### config.mk
export PLATFORM = sky130hd
export DESIGN_NAME = line_rasterizer_with_pixel_address_flat
export DESIGN_NICKNAME = d
export VERILOG_FILES = /design/src/lrpa_pkg.sv /design/src/lrpa_req_if.sv /design/src/line_rasterizer_with_pixel_address.sv /design/src/flat_wrapper.sv
export VERILOG_INCLUDE_DIRS = /design/src /design/src/src
export SDC_FILE = /design/constraint.sdc
export NUM_CORES = 1
export LEC_CHECK = 0
export BUFFER_PORTS_ARGS = -buffer_cell sky130_fd_sc_hd__buf_2
export CORE_MARGIN = 1.5
export CORE_UTILIZATION = 40
export CTS_CLUSTER_DIAMETER = 80
export DETAILED_ROUTE_END_ITERATION = 8
export PLACE_DENSITY_LB_ADDON = 0.12
export SYNTH_ARGS = -nofsm -noshare
export SYNTH_HDL_FRONTEND = slang
export SYNTH_SLANG_ARGS = --single-unit
### constraint.sdc
create_clock -name clk -period 7.2 [get_ports clk]
set_input_delay 0 -clock clk [delete_from_list [all_inputs] [get_ports clk]]
set_output_delay 0 -clock clk [all_outputs]
set_load 0.01 [all_outputs]
### src/line_rasterizer_with_pixel_address_macros.svh
// Assertion macros for the line rasterizer.
// Depends on clk and arst_n being visible at the point of use.
`ifndef LINE_RASTERIZER_WITH_PIXEL_ADDRESS_MACROS_SVH
`define LINE_RASTERIZER_WITH_PIXEL_ADDRESS_MACROS_SVH
`ifndef SYNTHESIS
// Same-cycle implication, checked out of reset.
`define LRPA_ASSERT_NOW(label, ante, cons) \
	label: assert property (@(posedge clk) disable iff (!arst_n) (ante) |-> (cons)) \
		else $error("lrpa assertion failed");
// Next-cycle implication, checked out of reset.
`define LRPA_ASSERT_NEXT(label, ante, cons) \
	label: assert property (@(posedge clk) disable iff (!arst_n) (ante) |=> (cons)) \
		else $error("lrpa assertion failed");
`else
`define LRPA_ASSERT_NOW(label, ante, cons)
`define LRPA_ASSERT_NEXT(label, ante, cons)
`endif
`endif

### src/lrpa_pkg.sv
// Shared constants and codes for the line rasterizer.
// No dependencies.
package lrpa_pkg;

	localparam int CoordBitsDefault = 12;
	localparam int ChanBits         = 8;
	localparam int ColorBits        = 32;
	localparam int AddrBits         = 28;
	localparam int OffsetBits       = 5;
	localparam int BppBits          = 3;
	localparam int StrideBits       = 16;
	localparam int CfgDataBits      = 16;
	localparam int CfgIndexBits     = 3;

	// Configuration register indexes.
	typedef enum logic [CfgIndexBits-1:0] {
		CfgRedOffset   = 3'd0,
		CfgGreenOffset = 3'd1,
		CfgBlueOffset  = 3'd2,
		CfgAlphaOffset = 3'd3,
		CfgBytesPerPix = 3'd4,
		CfgLineStride  = 3'd5
	} cfg_index_t;

	// Request codes.
	typedef enum logic {
		ReqStart = 1'b0,
		ReqStep  = 1'b1
	} req_type_t;

	// Register reset values.
	localparam logic [OffsetBits-1:0] RedOffsetReset   = 5'd16;
	localparam logic [OffsetBits-1:0] GreenOffsetReset = 5'd8;
	localparam logic [OffsetBits-1:0] BlueOffsetReset  = 5'd0;
	localparam logic [OffsetBits-1:0] AlphaOffsetReset = 5'd24;
	localparam logic [BppBits-1:0]    BppReset         = 3'd4;
	localparam logic [StrideBits-1:0] StrideReset      = 16'd4096;

endpackage

### src/lrpa_req_if.sv
// Request channel of the line rasterizer: valid, ready and one request beat.
// Depends on lrpa_pkg for the default coordinate width and channel width.
interface lrpa_req_if #(
	parameter int COORD_BITS = lrpa_pkg::CoordBitsDefault
);
	logic                          valid;
	logic                          ready;
	logic                          req_type;
	logic [COORD_BITS-1:0]         start_x;
	logic [COORD_BITS-1:0]         start_y;
	logic [COORD_BITS-1:0]         end_x;
	logic [COORD_BITS-1:0]         end_y;
	logic [lrpa_pkg::ChanBits-1:0] red;
	logic [lrpa_pkg::ChanBits-1:0] green;
	logic [lrpa_pkg::ChanBits-1:0] blue;
	logic [lrpa_pkg::ChanBits-1:0] alpha;

	modport source (
		output valid, req_type, start_x, start_y, end_x, end_y, red, green, blue, alpha,
		input  ready
	);
	modport sink (
		input  valid, req_type, start_x, start_y, end_x, end_y, red, green, blue, alpha,
		output ready
	);
endinterface

// Pixel result channel: valid, ready and one pixel beat.
interface lrpa_pix_if #(
	parameter int COORD_BITS = lrpa_pkg::CoordBitsDefault
);
	logic                           valid;
	logic                           ready;
	logic                           pixel_valid;
	logic [COORD_BITS-1:0]          pixel_x;
	logic [COORD_BITS-1:0]          pixel_y;
	logic [lrpa_pkg::AddrBits-1:0]  pixel_address;
	logic [lrpa_pkg::ColorBits-1:0] pixel_color;
	logic                           last_pixel;

	modport source (
		output valid, pixel_valid, pixel_x, pixel_y, pixel_address, pixel_color, last_pixel,
		input  ready
	);
	modport sink (
		input  valid, pixel_valid, pixel_x, pixel_y, pixel_address, pixel_color, last_pixel,
		output ready
	);
endinterface

### src/line_rasterizer_with_pixel_address.sv
// Bresenham line rasterizer: one pixel result beat per request beat.
// Two register stages: an accepted request beat is registered in stage one, then in stage
// two, which drives the result beat. Throughput: one request per cycle unless pix.ready
// stalls; the line step is decided at accept and the byte address multiply runs in the
// second stage. Reset clears the line state, the stage valid flags and the registers to
// their documented values. Depends on lrpa_pkg and the macros.
`include "line_rasterizer_with_pixel_address_macros.svh"

module line_rasterizer_with_pixel_address #(
	parameter int COORD_BITS = lrpa_pkg::CoordBitsDefault
) (
	input  logic                              clk,
	input  logic                              arst_n,
	input  logic                              cfg_we,
	input  logic [lrpa_pkg::CfgIndexBits-1:0] cfg_index,
	input  logic [lrpa_pkg::CfgDataBits-1:0]  cfg_data,
	lrpa_req_if.sink                          req,
	lrpa_pix_if.source                        pix
);
	import lrpa_pkg::*;

	localparam int ErrBits = COORD_BITS + 2;
	localparam int ProdBits = COORD_BITS + StrideBits + 1;
	localparam int SumBits = (ProdBits > AddrBits) ? ProdBits : AddrBits;

	// Configuration registers.
	logic [OffsetBits-1:0] red_off_q, green_off_q, blue_off_q, alpha_off_q;
	logic [BppBits-1:0]    bpp_q;
	logic [StrideBits-1:0] stride_q;

	// Line state.
	logic [COORD_BITS-1:0] cur_x_q, cur_y_q, target_x_q, target_y_q;
	logic [COORD_BITS-1:0] delta_x_q, delta_y_q;
	logic                  step_x_neg_q, step_y_neg_q;
	logic signed [ErrBits-1:0] err_q;
	logic                  line_active_q;
	logic [ColorBits-1:0]  color_q;

	// Next line state.
	logic [COORD_BITS-1:0] nx_cur_x, nx_cur_y, nx_target_x, nx_target_y;
	logic [COORD_BITS-1:0] nx_delta_x, nx_delta_y;
	logic                  nx_step_x_neg, nx_step_y_neg;
	logic signed [ErrBits-1:0] nx_err;
	logic                  nx_line_active;
	logic [ColorBits-1:0]  nx_color;
	logic                  res_pixel_valid, res_last;

	// Pipeline stages.
	logic                  v_s1, v_s2;
	logic                  pixel_valid_s1, last_s1;
	logic [COORD_BITS-1:0] x_s1, y_s1;
	logic [ColorBits-1:0]  color_s1;
	logic                  pixel_valid_s2, last_s2;
	logic [COORD_BITS-1:0] x_s2, y_s2;
	logic [ColorBits-1:0]  color_s2;
	logic [AddrBits-1:0]   addr_s2;

	logic ready_s1, ready_s2, in_fire;
	logic [SumBits-1:0] addr_sum;

	// Handshake: each stage moves when the one after it has room.
	assign ready_s2 = !v_s2 || pix.ready;
	assign ready_s1 = !v_s1 || ready_s2;
	assign req.ready = ready_s1;
	assign in_fire = req.valid && ready_s1;

	// Configuration writes.
	always_ff @(posedge clk or negedge arst_n) begin
		if (!arst_n) begin
			red_off_q   <= RedOffsetReset;
			green_off_q <= GreenOffsetReset;
			blue_off_q  <= BlueOffsetReset;
			alpha_off_q <= AlphaOffsetReset;
			bpp_q       <= BppReset;
			stride_q    <= StrideReset;
		end else if (cfg_we) begin
			unique case (cfg_index)
				CfgRedOffset:   red_off_q   <= cfg_data[OffsetBits-1:0];
				CfgGreenOffset: green_off_q <= cfg_data[OffsetBits-1:0];
				CfgBlueOffset:  blue_off_q  <= cfg_data[OffsetBits-1:0];
				CfgAlphaOffset: alpha_off_q <= cfg_data[OffsetBits-1:0];
				CfgBytesPerPix: bpp_q       <= cfg_data[BppBits-1:0];
				CfgLineStride:  stride_q    <= cfg_data[StrideBits-1:0];
				default: ;
			endcase
		end
	end

	// Line setup on start, one Bresenham step on advance.
	always_comb begin
		logic sx_lt, sy_lt, go_x, go_y;
		logic [COORD_BITS-1:0] dx, dy;
		logic signed [ErrBits-1:0] dx_ext, dy_ext, err_tmp;

		nx_cur_x = cur_x_q;
		nx_cur_y = cur_y_q;
		nx_target_x = target_x_q;
		nx_target_y = target_y_q;
		nx_delta_x = delta_x_q;
		nx_delta_y = delta_y_q;
		nx_step_x_neg = step_x_neg_q;
		nx_step_y_neg = step_y_neg_q;
		nx_err = err_q;
		nx_color = color_q;
		res_pixel_valid = 1'b0;

		sx_lt = req.start_x < req.end_x;
		sy_lt = req.start_y < req.end_y;
		dx = sx_lt ? req.end_x - req.start_x : req.start_x - req.end_x;
		dy = sy_lt ? req.end_y - req.start_y : req.start_y - req.end_y;

		dx_ext = $signed({2'b00, delta_x_q});
		dy_ext = $signed({2'b00, delta_y_q});
		go_x = err_q > -dx_ext;
		go_y = err_q < dy_ext;
		err_tmp = err_q;

		if (req.req_type == ReqStart) begin
			res_pixel_valid = 1'b1;
			nx_cur_x = req.start_x;
			nx_cur_y = req.start_y;
			nx_target_x = req.end_x;
			nx_target_y = req.end_y;
			nx_delta_x = dx;
			nx_delta_y = dy;
			nx_step_x_neg = !sx_lt;
			nx_step_y_neg = !sy_lt;
			if (dx > dy) begin
				nx_err = $signed({3'b000, dx[COORD_BITS-1:1]});
			end else begin
				nx_err = -$signed({3'b000, dy[COORD_BITS-1:1]});
			end
			nx_color = (ColorBits'(req.red) << red_off_q)
				| (ColorBits'(req.green) << green_off_q)
				| (ColorBits'(req.blue) << blue_off_q)
				| (ColorBits'(req.alpha) << alpha_off_q);
		end else if (line_active_q) begin
			res_pixel_valid = 1'b1;
			if (go_x) begin
				err_tmp = err_tmp - dy_ext;
				nx_cur_x = step_x_neg_q ? cur_x_q - 1'b1 : cur_x_q + 1'b1;
			end
			if (go_y) begin
				err_tmp = err_tmp + dx_ext;
				nx_cur_y = step_y_neg_q ? cur_y_q - 1'b1 : cur_y_q + 1'b1;
			end
			nx_err = err_tmp;
		end

		res_last = res_pixel_valid && (nx_cur_x == nx_target_x) && (nx_cur_y == nx_target_y);
		nx_line_active = res_pixel_valid ? !res_last : line_active_q;
	end

	// Line state registers.
	always_ff @(posedge clk or negedge arst_n) begin
		if (!arst_n) begin
			cur_x_q <= '0;
			cur_y_q <= '0;
			target_x_q <= '0;
			target_y_q <= '0;
			delta_x_q <= '0;
			delta_y_q <= '0;
			step_x_neg_q <= 1'b0;
			step_y_neg_q <= 1'b0;
			err_q <= '0;
			line_active_q <= 1'b0;
			color_q <= '0;
		end else if (in_fire) begin
			cur_x_q <= nx_cur_x;
			cur_y_q <= nx_cur_y;
			target_x_q <= nx_target_x;
			target_y_q <= nx_target_y;
			delta_x_q <= nx_delta_x;
			delta_y_q <= nx_delta_y;
			step_x_neg_q <= nx_step_x_neg;
			step_y_neg_q <= nx_step_y_neg;
			err_q <= nx_err;
			line_active_q <= nx_line_active;
			color_q <= nx_color;
		end
	end

	// Stage one holds the pixel, zeroed when an advance finds no line.
	always_ff @(posedge clk or negedge arst_n) begin
		if (!arst_n) begin
			v_s1 <= 1'b0;
		end else if (ready_s1) begin
			v_s1 <= req.valid;
		end
	end

	always_ff @(posedge clk) begin
		if (in_fire) begin
			pixel_valid_s1 <= res_pixel_valid;
			last_s1 <= res_last;
			x_s1 <= res_pixel_valid ? nx_cur_x : '0;
			y_s1 <= res_pixel_valid ? nx_cur_y : '0;
			color_s1 <= res_pixel_valid ? nx_color : '0;
		end
	end

	// Stage two adds the byte address.
	assign addr_sum = SumBits'(x_s1) * SumBits'(bpp_q) + SumBits'(y_s1) * SumBits'(stride_q);

	always_ff @(posedge clk or negedge arst_n) begin
		if (!arst_n) begin
			v_s2 <= 1'b0;
		end else if (ready_s2) begin
			v_s2 <= v_s1;
		end
	end

	always_ff @(posedge clk) begin
		if (v_s1 && ready_s2) begin
			pixel_valid_s2 <= pixel_valid_s1;
			last_s2 <= last_s1;
			x_s2 <= x_s1;
			y_s2 <= y_s1;
			color_s2 <= color_s1;
			addr_s2 <= addr_sum[AddrBits-1:0];
		end
	end

	assign pix.valid = v_s2;
	assign pix.pixel_valid = pixel_valid_s2;
	assign pix.pixel_x = x_s2;
	assign pix.pixel_y = y_s2;
	assign pix.pixel_address = addr_s2;
	assign pix.pixel_color = color_s2;
	assign pix.last_pixel = last_s2;

	// An empty result beat carries only zeros.
	`LRPA_ASSERT_NOW(a_empty_zero, v_s2 && !pixel_valid_s2, addr_s2 == '0 && color_s2 == '0 && x_s2 == '0 && y_s2 == '0 && !last_s2)
	// The last flag only rides on a real pixel.
	`LRPA_ASSERT_NOW(a_last_is_pixel, v_s2 && last_s2, pixel_valid_s2)
	// An advance with no line in progress leaves the line state alone.
	`LRPA_ASSERT_NEXT(a_idle_step_hold, in_fire && req.req_type == ReqStep && !line_active_q, $stable(cur_x_q) && $stable(cur_y_q) && $stable(err_q) && !line_active_q)
	// Requests stall only when both stages are full.
	`LRPA_ASSERT_NOW(a_stall_full, !req.ready, v_s1 && v_s2 && !pix.ready)

endmodule
### src/flat_wrapper.sv
// flat-port wrapper written by rule: the top's interface ports become plain ports
module line_rasterizer_with_pixel_address_flat import lrpa_pkg::*;
#(
	parameter int COORD_BITS = lrpa_pkg::CoordBitsDefault
)
  (clk, arst_n, cfg_we, cfg_index, cfg_data, req_valid, req_req_type, req_start_x, req_start_y, req_end_x, req_end_y, req_red, req_green, req_blue, req_alpha, req_ready, pix_valid, pix_pixel_valid, pix_pixel_x, pix_pixel_y, pix_pixel_address, pix_pixel_color, pix_last_pixel, pix_ready);
  lrpa_req_if #(.COORD_BITS(COORD_BITS)) req_i ();
  lrpa_pix_if #(.COORD_BITS(COORD_BITS)) pix_i ();
  input  logic clk;
  input  logic arst_n;
  input  logic cfg_we;
  input  logic [lrpa_pkg::CfgIndexBits-1:0] cfg_index;
  input  logic [lrpa_pkg::CfgDataBits-1:0] cfg_data;
  input wire logic [$bits(req_i.valid)-1:0] req_valid;
  input wire logic [$bits(req_i.req_type)-1:0] req_req_type;
  input wire logic [$bits(req_i.start_x)-1:0] req_start_x;
  input wire logic [$bits(req_i.start_y)-1:0] req_start_y;
  input wire logic [$bits(req_i.end_x)-1:0] req_end_x;
  input wire logic [$bits(req_i.end_y)-1:0] req_end_y;
  input wire logic [$bits(req_i.red)-1:0] req_red;
  input wire logic [$bits(req_i.green)-1:0] req_green;
  input wire logic [$bits(req_i.blue)-1:0] req_blue;
  input wire logic [$bits(req_i.alpha)-1:0] req_alpha;
  output wire logic [$bits(req_i.ready)-1:0] req_ready;
  output wire logic [$bits(pix_i.valid)-1:0] pix_valid;
  output wire logic [$bits(pix_i.pixel_valid)-1:0] pix_pixel_valid;
  output wire logic [$bits(pix_i.pixel_x)-1:0] pix_pixel_x;
  output wire logic [$bits(pix_i.pixel_y)-1:0] pix_pixel_y;
  output wire logic [$bits(pix_i.pixel_address)-1:0] pix_pixel_address;
  output wire logic [$bits(pix_i.pixel_color)-1:0] pix_pixel_color;
  output wire logic [$bits(pix_i.last_pixel)-1:0] pix_last_pixel;
  input wire logic [$bits(pix_i.ready)-1:0] pix_ready;
  assign req_i.valid = req_valid;
  assign req_i.req_type = req_req_type;
  assign req_i.start_x = req_start_x;
  assign req_i.start_y = req_start_y;
  assign req_i.end_x = req_end_x;
  assign req_i.end_y = req_end_y;
  assign req_i.red = req_red;
  assign req_i.green = req_green;
  assign req_i.blue = req_blue;
  assign req_i.alpha = req_alpha;
  assign req_ready = req_i.ready;
  assign pix_valid = pix_i.valid;
  assign pix_pixel_valid = pix_i.pixel_valid;
  assign pix_pixel_x = pix_i.pixel_x;
  assign pix_pixel_y = pix_i.pixel_y;
  assign pix_pixel_address = pix_i.pixel_address;
  assign pix_pixel_color = pix_i.pixel_color;
  assign pix_last_pixel = pix_i.last_pixel;
  assign pix_i.ready = pix_ready;
  line_rasterizer_with_pixel_address #(.COORD_BITS(COORD_BITS)) u_core (.clk(clk), .arst_n(arst_n), .cfg_we(cfg_we), .cfg_index(cfg_index), .cfg_data(cfg_data), .req(req_i), .pix(pix_i));
endmodule
# Yosys cells after proc, flatten, opt, wreduce, memory -nomap -nowiden
# Index checks and enable logic that the tools add are counted.
[totals] ff_bits=306 in_bits=105 wordCells=109
[op_classes] add_sub_neg=13 multipliers=2 order_cmp=5 eq_ne=8 n_shift=4 mux=22 bitwise_logic=4 n_reduce_logical=21
[ops] operator="two-way mux 12 bit" count=12
[ops] operator="left shift 8 x 5 -> 32 bit" count=4
[ops] operator="two-way mux 14 bit" count=7
[ops] operator="bitwise OR 32 bit" count=3
[ops] operator="subtractor 12 bit" count=4
[ops] operator="two-way mux 32 bit" count=1
[ops] operator="adder 15 x 28 -> 28 bit" count=1
[ops] operator="multiplier 12 x 16 -> 28 bit" count=1
[ops] operator="adder 12 x 1 -> 12 bit (second input constant)" count=2
[ops] operator="equality test 12 bit" count=2
[ops] operator="less-than comparator 12 bit" count=2
[ops] operator="subtractor 12 x 1 -> 12 bit (second input constant)" count=2
[ops] operator="AND reduction 2 bit" count=9
[ops] operator="multiplier 12 x 3 -> 15 bit" count=1
[ops] operator="adder 14 x 13 -> 14 bit" count=1
[ops] operator="greater-than comparator 14 bit" count=1
[ops] operator="less-than comparator 14 x 13 -> 1 bit" count=1
[ops] operator="negator 11 -> 14 bit" count=1
[ops] operator="negator 12 -> 14 bit" count=1
[ops] operator="subtractor 14 x 13 -> 14 bit" count=1
[ops] operator="greater-than comparator 12 bit" count=1
[ops] operator="equality test 3 x 2 -> 1 bit (second input constant)" count=2
[ops] operator="equality test 3 bit (second input constant)" count=2
[ops] operator="logical NOT 1 bit" count=5
[ops] operator="other kinds (7)" count=12

# Logic depth before layout (Yosys ltp)
[logic_depth] ltp_word=9 mapped_depth=28 mapped_depth_nobuf=26

# Least setup slack after synthesis
# Ideal clock, no wire load.
[synth_timing] path_type="register to register" start="register u_core.y_s1[1]" end="register u_core.addr_s2[26], in the netlist u_core.pix.pixel_address[26] (data pin)" setup_time_ns=0.162 arrival_ns=6.198 required_ns=7.038 setup_slack_ns=0.840 path_stages_with_launch=24 n_path_buf=1 cell_sequence="edfxtp_1 -> clkbuf_1 -> and2_1 -> fa_1 -> inv_1 -> fa_1 -> inv_1 -> fa_1 -> fa_1 -> fa_1 -> inv_1 -> fa_1 -> inv_1 -> ha_1 -> o21a_1 -> o21ai_0 -> nor2_1 -> o31ai_1 -> o31ai_1 -> o211ai_1 -> o21ai_0 -> a211oi_1 -> or4b_2 -> o2111ai_1"
[synth_via] elab_chain_len=2
[synth_rtl] element="start: declaration" line="line_rasterizer_with_pixel_address.sv:51" rtl="logic [COORD_BITS-1:0] x_s1, y_s1;"
[synth_rtl] element="start signal: assignment" line="line_rasterizer_with_pixel_address.sv:197" rtl="y_s1 <= res_pixel_valid ? nx_cur_y : '0;"
[synth_rtl] element="multiplier 12 x 16 -> 28 bit" line="line_rasterizer_with_pixel_address.sv:203" rtl="assign addr_sum = SumBits'(x_s1) * SumBits'(bpp_q) + SumBits'(y_s1) * SumBits'(stride_q);"
[synth_rtl] element="adder 15 x 28 -> 28 bit" line="line_rasterizer_with_pixel_address.sv:203"
[synth_rtl] element="named net u_core.addr_sum[26]" line="line_rasterizer_with_pixel_address.sv:59" rtl="logic [SumBits-1:0] addr_sum;"
[synth_rtl] element="end signal: assignment" line="line_rasterizer_with_pixel_address.sv:220" rtl="addr_s2 <= addr_sum[AddrBits-1:0];"
[synth_rtl] element="end: declaration" line="line_rasterizer_with_pixel_address.sv:56" rtl="logic [AddrBits-1:0] addr_s2;"
# The timed path passes the listed nets, and every way through them passes these cells.
# A chain may end at the register's enable or synchronous reset.

# Final worst setup path
[layout_timing] start="register u_core.y_s1[1]" end="register u_core.addr_s2[27], in the netlist u_core.pix.pixel_address[27] (data pin)"
# Same word-level chain as after synthesis.

==> metrics list <==
* Worst slack at placement: 72.93 ps
* Setup repair after global routing missed its margin: false
- Endpoint class of the critical path: flip-flop
- Synthesis produced a netlist whose cell count is 3031.
- Num ports: 193
- GR peak layer: met2
- Fillcell total: 6637
* TritonCTS clock tree: done
- Number of unique standard cell types used by synthesis: 105
- Input/output buffers: 192
- Endpoint required time on the critical path: 7510 ps
* End of the worst register-to-register path: u_core.pix.pixel_address[27]
- For the finished layout, the period the worst path requires is 6793 ps.
- The critical path is of the reg2reg type.
* Worst setup path startpoint: u_core.y_s1[1]
- Clock tree synthesis inserted a total of 39 buffers.
- The clock passes through at most 3 buffers.
* Cell area after technology mapping: 27890 um^2
- Registers take 8386 um^2.
* Post-synth top flop: dfrtp_1
- Largest net degree at the start of global routing: 68
- Die Area: 71320 um^2
- Worst Reg-to-Reg Cells: 22
- Maximum level of the CTS H-tree: 2
* All-Layer GR Usage: 25.54%
- The final count of pins violating max slew came to 0.
* Number of synthesized register bits: 306
* Critical register-to-register path startpoint: u_core.y_s1[1]
- Following the worst setup path forward leads to its endpoint at u_core.pix.pixel_address[27].
- Net count of the finished layout: 3761
* Starting DRC count in detailed routing: 1616
- Number of antenna-violating nets in the routed design: 0
* Setup clock skew after layout: 19.30 ps
* Cell type with the largest total area after synthesis: edfxtp_1
- The worst pin sits at a relative slew slack of 16.52%.
* Setup violations, final: 0
* Path type of the worst min-delay path: in2async
- The run finished with clean final reports.
* Average vias per placed instance: 5.555
- Share of layout cells above drive strength 1: 13.35%
- Number of iterations in the first detailed-routing pass: 5
* Multi-input gate area: 17770 um^2
* Via count of the first global-routing pass: 23520
- In this run the core area contains 96 standard-cell rows.
- For met3 alone, demand over resource in global routing was 2.804%.
- Share of flip-flops with an asynchronous set or reset: 52.94%
- The congestion estimate from routability-driven global placement came to 0.9350.
- After synthesis, the largest area contributor takes up 15.50% of total cell area.
* GR Overflow Total: 0
* Proportion of synthesized chip area in sequential cells: 30.06%
* Ranking of synthesized cells by area: edfxtp_1 16%, dfrtp_1 14%, fa_1 13%
* Yosys warns: 0
* Setup Total Neg Slack: 0 ps
* Register clock-pin slew on the reported worst setup and hold paths: 60 ps
- Routed Wire Length: 90.92 mm
- The tree is rooted in a clkbuf_16.
- The area growth from synthesis to layout is 15.09%.
* Clock latency on the worst-skew pair: 580 ps
- Setup slack on the critical path of the routed design comes to 407.4 ps.
* Die height: 267.1 um
* Launching element type of the critical path: flip-flop
- In the final routed layout, each cell accounts on average for 21.49 um.
- Global routing consumed, on the met2 layer, 42.39% of the routing resources.
- Sink Count: 306
* Core area: 68830 um^2
* Final worst-path cycle share: 94.34%
* Via count: 23500
- Global routing consumed, on the met1 layer, 35.18% of the routing resources.
* Worst-path fanout max: 10
- The tool flagged a number of max-cap violations equal to 0.
- Chip width: 267.1 um
- Data arrival time of the worst path: 7110 ps
* Initial antenna violation count: 5
* Mapped Nets: 3527
- For the pin with the worst max-slew slack, the measured transition is 1235 ps.
- Most instantiated library cell after synthesis: nand2_1
* Highest achievable clock rate: 147.2 MHz
- Most frequent cells after synthesis: 411 x nand2_1, 336 x inv_1, 215 x o21ai_0
- Avg Synthesized Cell Area: 9.202 um^2
- Number of design rule violations left after detail routing: 0
- Initial Utilization: 40.53%
- Number of synthesized flops with an enable pin: 144
- DP HPWL: 70.86 mm
- The setup check on the worst reg-to-reg path leaves a slack of 410 ps.
- The first global-routing pass estimated 139.8 mm of wire.
- The hold violation count in the final report was 0.
how the worst min path moves through the flow:
stage / start / to / slack (ps) / cells after the start
global placement: arst_n / u_core.delta_x_q[3] / -30 / 1
floorplan: arst_n / u_core.alpha_off_q[0] / -300 / 0
detailed placement: arst_n / u_core.delta_x_q[0] / -30 / 1
finish: arst_n / u_core.alpha_off_q[3] / 20 / 2
CTS: req_start_x[7] / u_core.cur_x_q[7] / 2 / 5
global route: arst_n / u_core.alpha_off_q[4] / 10 / 2
logic make-up after synthesis:
kind of cell               Yosys count  synth area share (%)
and+or+nand+nor                    902                 15.43
AOI/OAI and AO/OA                  729                 17.43
xor gates and xnor gates           111                 3.535
DFF                                306                 30.06
buffers and inverters              470                 6.383
adders and majority gates          391                 22.44
muxes                              122                 4.719
cell usage in the layout (no fill, tap or decap), types with 20 or more instances in the layout:
cell type	Yosys	final
inv_1	336	336
nand2_1	411	410
nor3_1	47	47
dlygate4sd3_1	0	77
o21ai_0	215	213
xnor2_1	65	65
and2_1	138	137
clkbuf_16	0	40
o22ai_1	52	52
a21o_1	32	32
mux2i_1	51	51
dfrtp_1	156	156
mux2_2	69	69
nor2_1	129	128
edfxtp_1	144	144
buf_2	7	190
a211oi_1	22	22
fa_1	182	182
nand2b_1	30	30
nor2b_1	20	20
o21a_1	25	25
o211ai_1	21	21
nand3_1	35	35
a221oi_1	29	29
buf_4	0	52
xor2_1	45	45
a22o_1	21	21
ha_1	209	209
a21oi_1	125	125
critical path: stages (launching register included):
cell and delay (ps):
edfxtp_1 530, buf_4 230, and2_1 160, fa_1 500
inv_1 50, fa_1 470, inv_1 50, fa_1 500
fa_1 520, fa_1 490, inv_1 50, fa_1 470
inv_1 40, ha_1 350, a21o_1 200, a21o_1 170
a21oi_1 230, a31oi_1 210, a41o_1 340, o41ai_2 310
o2111ai_1 230, o31ai_1 300, xnor2_1 110
through the flow:
stage	utilization [%]	cell area, um^2	std cells	hold slack [ps]
floorplan	-	27890	3031	-295.6
global placement	43.48	29930	4075	-32.33
detailed placement	43.48	29930	4075	-31.70
CTS	46.58	32060	4224	1.782
global route	46.64	32100	4230	14.36
finish	46.64	32100	4230	15.33
per-layer routing:
metal,wire (um),vias up
met2,42960,695
met3,4372,130
met1,40990,11660
li1,-,11020
met4,2595,0
met5,0,-
cell type report:
cell class / count / area share [%]
Sequential cell: 306 / 26.12
Antenna cell: 4 / 0.03118
Clock buffer: 51 / 3.309
Inverter: 342 / 4.003
Multi-Input combinational cell: 2255 / 55.36
Clock inverter: 20 / 0.8497
Timing Repair Buffer: 321 / 6.700
Tap cell: 931 / 3.629
registers in the layout (all words and copies together) (netlist names), 14 cells and up:
| name | count |
|---|---|
| u_core.pix.pixel_address | 28 |
| u_core.pix.pixel_color | 32 |
| u_core.color_s1 | 32 |
| u_core.stride_q | 16 |
| u_core.color_q | 32 |
| u_core.err_q | 14 |
what timing repair did:
item	in CTS	in global routing
setup buffers	0	2
hold endpoints to repair	149	0
hold buffers	78	0
gates resized for setup	0	4
setup endpoints to repair	0	3
Power is left out: the tool's default activity adds up to more than one toggle a clock period on the data nets, which glitch-free logic cannot reach.
